<file path="config.mk">
export PLATFORM = sky130hd
export DESIGN_NAME = rsba_ctrl
export DESIGN_NICKNAME = d
export VERILOG_FILES = /design/src/rtl/rsba_pkg.sv /design/src/rtl/rsba_ctrl.sv
export SDC_FILE = /design/constraint.sdc
export NUM_CORES = 1
export LEC_CHECK = 0
export BUFFER_PORTS_ARGS = -buffer_cell sky130_fd_sc_hd__buf_2
export CORE_MARGIN = 2
export CORE_UTILIZATION = 41
export DETAILED_ROUTE_END_ITERATION = 8
export GPL_TIMING_DRIVEN = 0
export PLACE_DENSITY = 0.73
export SETUP_SLACK_MARGIN = 0.3
export SYNTH_ARGS = -nofsm -noshare
export SYNTH_HDL_FRONTEND = slang
export SYNTH_SLANG_ARGS = --single-unit
export TNS_END_PERCENT = 5
</file>
<file path="constraint.sdc">
create_clock -name clk -period 1.41 [get_ports clk]
set_input_delay 0.141 -clock clk [delete_from_list [all_inputs] [get_ports clk]]
set_output_delay 0.141 -clock clk [all_outputs]
set_load 0.05 [all_outputs]
</file>
<file path="src/rtl/rsba_pkg.sv">
// Package for the ring segment buffer allocator.
// Holds the ring geometry, the header and result types, and the control and status
// structs shared by the controller, the datapath and the top level.
package rsba_pkg;

  // Ring geometry
  localparam int MEM_BYTES  = 65536;
  localparam int MAX_BLOCK  = 2048;
  localparam int HDR_BYTES  = 32;
  localparam int ROUND_ADD  = 7;
  localparam int SLOTS      = MEM_BYTES / 8;
  localparam int SLOT_W     = $clog2(SLOTS);
  localparam int WRAP_LIMIT = MEM_BYTES - HDR_BYTES - MAX_BLOCK;
  // Positions can run past the ring end by one header plus one block
  localparam int POS_W      = $clog2(MEM_BYTES + HDR_BYTES + MAX_BLOCK + 8);
  // Segment size is held in units of 8 bytes, so the low three bits are implied zero
  localparam int SIZE_W     = $clog2((MAX_BLOCK + ROUND_ADD) / 8 + 1);
  localparam int HDR_W      = SIZE_W + 1;
  // Upper bound on head-walk steps before the walk is abandoned
  localparam int WALK_CAP   = 2 * SLOTS + 4;
  localparam int STEP_W     = $clog2(WALK_CAP + 1);

  // Field widths
  localparam int LEN_W   = 12;
  localparam int OFF_W   = 16;
  localparam int GRANT_W = 16;
  localparam int STAT_W  = 2;

  // Result codes
  typedef enum logic [STAT_W-1:0] {
    RS_OK      = 2'd0,
    RS_NOSPACE = 2'd1,
    RS_GUARD   = 2'd2
  } rsba_res_t;

  // One header slot: size in 8-byte units and the in-use mark
  typedef struct packed {
    logic [SIZE_W-1:0] size;
    logic              used;
  } rsba_hdr_t;

  // Commands from the controller to the datapath
  typedef struct packed {
    logic      capture;    // latch the accepted request
    logic      rd_pos;     // read the header at the request position
    logic      clr_wr;     // clearing pass write
    logic      alloc_wr;   // commit an allocation
    logic      free_wr;    // clear the in-use mark of the freed header
    logic      walk_init;  // start a head walk
    logic      step;       // advance the head by one segment
    logic      hrd_load;   // take the size of the header at the new head
    logic      set_res;    // overwrite the result code
    rsba_res_t res_code;
    logic      out_load;   // move the result into the output register
  } rsba_cmd_t;

  // Status from the datapath to the controller
  typedef struct packed {
    logic clr_last;   // last slot of the clearing pass
    logic is_free;    // latched request is a free
    logic bad_off;    // latched free offset is not a header in the ring
    logic used;       // header read last cycle is in use
    logic at_head;    // request position equals the head
    logic cap_hit;    // walk step budget exhausted
    logic sum_eq;     // advanced head lands on the tail
    logic guard;      // advanced head passed the tail after a wrap
    logic wrap_eq;    // head after wrapping lands on the tail
    logic out_free;   // output register can take a result
  } rsba_sts_t;

endpackage

</file>
<file path="src/rtl/rsba_ctrl.sv">
// Controller state machine of the ring segment buffer allocator.
// Sequences the clearing pass, allocate, free and the head walk; uses rsba_pkg.
module rsba_ctrl (
  input  logic               clk,
  input  logic               rst_n,
  input  logic               in_tvalid,
  output logic               in_tready,
  input  rsba_pkg::rsba_sts_t sts,
  output rsba_pkg::rsba_cmd_t cmd
);
  import rsba_pkg::*;

  typedef enum logic [7:0] {
    ST_CLEAR = 8'b0000_0001,
    ST_IDLE  = 8'b0000_0010,
    ST_RD    = 8'b0000_0100,
    ST_ALLOC = 8'b0000_1000,
    ST_FREE  = 8'b0001_0000,
    ST_STEP  = 8'b0010_0000,
    ST_HRD   = 8'b0100_0000,
    ST_DONE  = 8'b1000_0000
  } state_t;

  state_t state_r, state_nxt;

  // State register
  always_ff @(posedge clk) begin
    if (!rst_n) begin
      state_r <= ST_CLEAR;
    end else begin
      state_r <= state_nxt;
    end
  end

  assign in_tready = (state_r == ST_IDLE);

  // Next state and commands
  always_comb begin
    state_nxt    = state_r;
    cmd          = '0;
    cmd.res_code = RS_OK;
    case (state_r)
      ST_CLEAR: begin
        cmd.clr_wr = 1'b1;
        if (sts.clr_last) begin
          state_nxt = ST_IDLE;
        end
      end
      ST_IDLE: begin
        if (in_tvalid) begin
          cmd.capture = 1'b1;
          state_nxt   = ST_RD;
        end
      end
      ST_RD: begin
        cmd.rd_pos = 1'b1;
        if (sts.is_free && sts.bad_off) begin
          state_nxt = ST_DONE;
        end else if (sts.is_free) begin
          state_nxt = ST_FREE;
        end else begin
          state_nxt = ST_ALLOC;
        end
      end
      ST_ALLOC: begin
        if (sts.used) begin
          cmd.set_res  = 1'b1;
          cmd.res_code = RS_NOSPACE;
        end else begin
          cmd.alloc_wr = 1'b1;
        end
        state_nxt = ST_DONE;
      end
      ST_FREE: begin
        cmd.free_wr = 1'b1;
        if (sts.at_head) begin
          cmd.walk_init = 1'b1;
          state_nxt     = ST_STEP;
        end else begin
          state_nxt = ST_DONE;
        end
      end
      ST_STEP: begin
        if (sts.cap_hit) begin
          cmd.set_res  = 1'b1;
          cmd.res_code = RS_GUARD;
          state_nxt    = ST_DONE;
        end else begin
          cmd.step = 1'b1;
          if (sts.sum_eq) begin
            state_nxt = ST_DONE;
          end else if (sts.guard) begin
            cmd.set_res  = 1'b1;
            cmd.res_code = RS_GUARD;
            state_nxt    = ST_DONE;
          end else if (sts.wrap_eq) begin
            state_nxt = ST_DONE;
          end else begin
            state_nxt = ST_HRD;
          end
        end
      end
      ST_HRD: begin
        if (sts.used) begin
          state_nxt = ST_DONE;
        end else begin
          cmd.hrd_load = 1'b1;
          state_nxt    = ST_STEP;
        end
      end
      ST_DONE: begin
        if (sts.out_free) begin
          cmd.out_load = 1'b1;
          state_nxt    = ST_IDLE;
        end
      end
      default: begin
        state_nxt = ST_CLEAR;
      end
    endcase
  end

endmodule

</file>
==> metrics, run 1 <==
largest delay contributor family on the critical path simple AND/OR/NAND/NOR gates; path class of the lowest-slack min-delay path primary input to flip-flop; number of clock sinks 8; FP Rows 14; leakage power of the design approximately 0.42 nW; ranking of synthesized cells by instance count 11 x nor2_1, 8 x dfxtp_1, 5 x and2_1, 5 x nand2_1, 5 x nor2b_1; Die Y ~43 um; synth-to-layout area growth 48.2%; residual antenna-violating net count after detailed routing 0; final-report max-slew violation count 0; number of antenna violations at the first check in global routing 0; setup violators final 19; share of synthesized registers carrying an async set or reset 0; violation count after the first detailed-route iteration 30; sequential element share of the synthesized area 0.256; Max Fclk roughly 520 MHz; number of distinct library cells after synthesis 35; peak per-stage delay on the critical path 350 ps; Synth Cell Area between 600 and 700 um2; reported max-cap violation count 0; cells taking the most area after synthesis dfxtp_1 26%, nor2_1 6.6%, and2_1 5.0%, nor2b_1 5.0%, nor4_4 3.4%; count of placed standard cells in the final layout, fillers left out ~120; Main synth FF type dfxtp_1; type of the worst setup path flip-flop to primary output; count leader, synth nor2_1; deepest clock path buffer count 2; slew at the pin closest to its max-slew limit around 340 ps; number of enable flip-flop cells after synthesis 0; routed wire length per instance between 10 and 15 um; design area between 900 and 1000 um2; headroom to the max-slew limit 0.771; starting density of the core 0.425; Final TNS setup -4910 ps; vias in the first global route between 600 and 700; Post-DP HPWL approximately 1.3 mm; fraction of synthesized cell area taken by the top area cell type 0.256; via count of the routed design a little over 700; Clock Latency Late Sink 260 ps; CP arrival about 1800 ps; clock skew after layout between 2 and 2.5 ps; largest registers state_r x8; DRC violations left 0; post-detailed-route via-to-cell ratio slightly below 6; post-synthesis cell count slightly below 80; number of warnings issued by yosys 0; Overall Global Routing Usage 0.200; Post-Place Worst Slack -370 ps; largest net degree at the start of global routing 10; maximum level of the CTS H-tree 1; Hold Worst Slack around 58 ps; clock-pin slew on the worst setup and hold paths roughly 60 ps; number of top-level design ports 26; Synthesized Nets between 90 and 100; total gr overflow 0; DIE WIDTH 43.1 um; number of optimization iterations in the first detailed-route pass 4; count of state elements after synthesis 8; CP Buf/Inv Count 2; TritonCTS clock tree built; setup slack of the critical path after layout -510 ps; share of final-layout standard cells stronger than drive strength 1 0.481; peak ir drop on the vdd network about 0.0005 V; Die Footprint approximately 1900 um2; count of endpoints failing hold in the final timing report 0; Pwr Total roughly 0.73 mW; first-pass GRT wire length 2.83 mm; number of flip-flops under the largest register name 8; clock tree root buffer cell clkbuf_4; number of placed instances, taps included between 100 and 150; register bank with the most flops state_r; CTS Buf Count 3; count of antenna diodes in the layout 0; Final Wtd Congestion around 0.86; cell type with the largest total area after synthesis dfxtp_1; power per cell area 784 nW/um2; Req. time, crit path between 1000 and 1500 ps; maximum fanout along the worst path 9; status complete, but fails checks; area of the core about 1500 um2; unrepaired setup endpoints after global routing yes; number of buffers inserted by port buffering 25; total wire length after detailed routing about 1.8 mm; Final Cycle Share 1.36; Cell Area, Placed just over 800 um2; Worst Setup End Kind primary output; kind of launch point of the worst setup path flip-flop; number of nets in the final layout around 120; slowest cell on the critical path or3_4; violated checks negative setup slack; cells along the critical path buf_6 > or3_4 > nor4_4 > and3_4 > or2_4 > buf_8; Util after Layout 0.630; syn avg cell area roughly 8 um2; final period demand of the worst path just under 2000 ps
==> report_power, final <==
part	total, mW	switching, mW	internal (mW)
Clock	0.186	0.0876	0.0981
Sequential	0.254	0.0147	0.239
Combinational	0.287	0.155	0.132
==> final timing paths <==
path                                 start          to  slack [ps]  cells past startpoint
worst min register to register  state_r[5]  state_r[6]         710                      2
worst max register to register  state_r[6]  state_r[7]        -140                      6
worst max-delay path            state_r[6]      cmd[3]        -510                      6
worst min-delay path                sts[8]  state_r[3]          60                      2
==> placed cells by master (no fill, tap or decap), types with 2 or more instances in the layout <==
cell	Yosys	layout
nor2_2	0	2
dfxtp_2	0	2
nor2_1	11	8
nor4_4	1	2
clkbuf_4	0	3
nand4b_1	2	2
nor3_1	4	4
buf_4	1	6
o21a_1	2	2
nor2b_1	5	5
o21ai_0	4	4
inv_1	3	3
nand2_1	5	5
and2_1	5	3
dfxtp_1	8	6
buf_6	1	9
xor2_1	2	2
buf_2	2	14
==> per-layer routing <==
metal  global-route usage  wire length [um]  vias up
met5                    0                 0        -
met4               0.0970                31        0
met3               0.0298               136        6
met2                0.348               897       39
met1                0.237               709      338
li1                     -                 -      339
==> final cells by class <==
type / instances / area [um2]
buffer: 5 / 45.0
sequential: 8 / 163
tap: 16 / 20.0
inverter: 3 / 11.3
multi-input combinational: 63 / 465
timing repair buffer: 26 / 200
clock buffer: 3 / 22.5
fill: 139 / 544
==> kinds of logic after synthesis <==
group / synth area share
flops: 0.256
compound gates: 0.164
xor+xnor: 0.0420
buf+inv: 0.0720
simple gates: 0.466
==> timing repair <==
action	4_1_cts	5_1_grt
resized for setup	26	0
cloned	0	0
hold buffers	0	0
endpoints found under the setup margin	21	21
buffers inserted	1	0
pin swaps	8	5
Power figures use the tool's default switching activity.
==> inputs of run 2 (changes only) <==
- GPL_TIMING_DRIVEN: 0 -> not set
==> metrics, run 2 (synthesized netlist as in run 1, its figures left out) <==
status complete, but fails checks (unchanged); violated checks negative setup slack (unchanged); total gr overflow 0 (unchanged); leakage power of the design 0.500 nW (was 0.416 nW); path class of the lowest-slack min-delay path primary input to flip-flop (unchanged); hold path endpoint state_r[4] (was state_r[3]); number of top-level design ports 26 (unchanged); synth-to-layout area growth 69.6% (was 48.2%); slew at the pin closest to its max-slew limit 343 ps (was 340 ps); number of nets in the final layout 137 (was 123); Critical R2R Capture state_r[2] (was state_r[7]); number of clock sinks 8 (unchanged); vias in the first global route 764 (was 672); FP Rows 14 (unchanged); Max Fclk 567 MHz (was 521 MHz); Overall Global Routing Usage 0.230 (was 0.200); Reg2Reg Setup Slack -140 ps (about the same); leading cell type in the layout, fill and taps excluded buf_4 (was buf_2); residual antenna-violating net count after detailed routing 0 (unchanged); peak per-stage delay on the critical path 400 ps (was 350 ps); largest net degree at the start of global routing 9 (was 10); routed wire length per instance 13.8 um (was 14.3 um); count of endpoints failing hold in the final timing report 0 (unchanged); cells along the critical path or3_4 > nor4_4 > buf_4 > nand2_1 > nor2_2 > buf_6 (was buf_6 > or3_4 > nor4_4 > and3_4 > or2_4 > buf_8); Worst Reg-to-Reg Cells 6 (unchanged); area of the core 1470 um2 (unchanged); launch instance of the worst register-to-register path state_r[3] (was state_r[6]); first-pass GRT wire length 3.24 mm (was 2.83 mm); count of hold buffers inserted by post-cts repair 0 (unchanged); DIE WIDTH 43.1 um (unchanged); CP arrival 1620 ps (was 1780 ps); register bank with the most flops state_r (unchanged); maximum level of the CTS H-tree 1 (unchanged); Worst Setup End Kind primary output (unchanged); unrepaired setup endpoints after global routing yes (unchanged); number of flip-flops under the largest register name 8 (unchanged); Die Footprint 1850 um2 (unchanged); Util after Layout 0.721 (was 0.630); DRC violations left 0 (unchanged); slowest cell on the critical path or3_4 (unchanged); final period demand of the worst path 1760 ps (was 1920 ps); cell depth of the worst min-delay path 2 (unchanged); Hold Worst Slack 50.9 ps (was 57.9 ps); clock tree root buffer cell clkbuf_4 (unchanged); Post-DP HPWL 1.42 mm (was 1.29 mm); Clock Latency Late Sink 260 ps (about the same); starting density of the core 0.425 (unchanged); clock-pin slew on the worst setup and hold paths 60 ps (about the same); leading cell types in the layout, fill and taps excluded 21 x buf_4, 12 x buf_2, 11 x buf_6 (was 14 x buf_2, 9 x buf_6, 8 x nor2_1); type of the worst setup path flip-flop to primary output (unchanged); clock skew after layout 1.14 ps (was 2.01 ps); number of antenna violations at the first check in global routing 0 (unchanged); startpoint of the tightest hold check path sts[7] (was sts[8]); deepest clock path buffer count 2 (unchanged); Final Cycle Share 1.25 (was 1.36); Die Y 43.1 um (unchanged); setup slack of the critical path after layout -354 ps (was -510 ps); Req. time, crit path 1270 ps (about the same); TritonCTS clock tree built (unchanged); reported max-cap violation count 0 (unchanged); share of final-layout standard cells stronger than drive strength 1 0.566 (was 0.481); CTS Buf Count 3 (unchanged); setup violators final 19 (unchanged); largest registers state_r x8 (unchanged); final-report max-slew violation count 0 (unchanged); Final Wtd Congestion 0.867 (was 0.863); total wire length after detailed routing 1.91 mm (was 1.78 mm); Post-Place Worst Slack -166 ps (was -370 ps); peak ir drop on the vdd network 0.000489 V (was 0.000502 V); filler cell count in the final layout 104 (was 139); CP Buf/Inv Count 2 (unchanged); via count of the routed design 728 (was 722); count of antenna diodes in the layout 0 (unchanged); headroom to the max-slew limit 0.769 (was 0.771); power per cell area 751 nW/um2 (was 784 nW/um2); maximum fanout along the worst path 3 (was 9); post-detailed-route via-to-cell ratio 5.28 (was 5.82); kind of launch point of the worst setup path flip-flop (unchanged); violation count after the first detailed-route iteration 14 (was 30); largest delay contributor family on the critical path simple AND/OR/NAND/NOR gates (unchanged); number of buffers inserted by port buffering 25 (unchanged); number of optimization iterations in the first detailed-route pass 4 (unchanged)
-- run 2: changes by cell type in the layout (fill, tap and decap cells not counted) --
| cell | previous run | this run |
|---|---|---|
| buf_2 | 14 | 12 |
| buf_4 | 6 | 21 |
| buf_6 | 9 | 11 |
| clkbuf_8 | 1 | 0 |
| dfxtp_1 | 6 | 4 |
| dfxtp_2 | 2 | 4 |
| nor2_1 | 8 | 7 |
| nor2_2 | 2 | 3 |
| nor4_2 | 1 | 0 |
| nor4_4 | 2 | 3 |
| nor4b_2 | 1 | 0 |
| nor4b_4 | 0 | 1 |
-- run 2: how the worst max path moves through the flow --
stage	from	end	slack [ps]	depth (start not counted)
floorplan	state_r[0]	cmd[3]	-300	5
global placement	state_r[0]	cmd[3]	-130	5
detailed placement	state_r[1]	cmd[3]	-170	5
CTS	state_r[1]	cmd[8]	-360	6
global route	state_r[0]	cmd[3]	-420	5
finish	state_r[1]	cmd[8]	-350	6
-- run 2: repair_timing --
action / CTS / global route
pin swaps: 2 / 5
resized for setup: 25 / 10
endpoints found under the setup margin: 21 / 21
setup buffers: 1 / 0
gates cloned: 0 / 0
-- run 2: per-stage QoR --
step / std cells / area (um2) / power (mW) / setup TNS, ps
after floorplan: 79 / 674 / 0.449 / -2000
after global placement: 134 / 920 / 0.559 / -902
after detailed placement: 134 / 920 / 0.565 / -1320
after CTS: 138 / 1030 / 0.778 / -4040
after global routing: 138 / 1060 / 0.837 / -5160
final: 138 / 1060 / 0.797 / -4010
-- run 2: power by group --
| group | leakage, nW | switching [mW] | internal [mW] |
|---|---|---|---|
| clock | 0.0138 | 0.0895 | 0.0982 |
| combinational | 0.420 | 0.175 | 0.184 |
| sequential | 0.0662 | 0.0107 | 0.239 |
-- run 2: metal layers --
metal,track usage,up-vias,wire length [um]
met5,0,-,0
met4,0.0545,0,23
met3,0.0553,4,82
met2,0.418,17,979
met1,0.269,340,824
li1,-,367,-
-- run 2: area by class of cell --
type                    count  area, um2  area share
inverters                   3       11.3      0.0106
multi-input cells          63        485       0.458
flip-flops and latches      8        165       0.156
clock buffers               3       22.5      0.0212
well taps                  16       20.0      0.0189
repair buffers             45        357       0.336
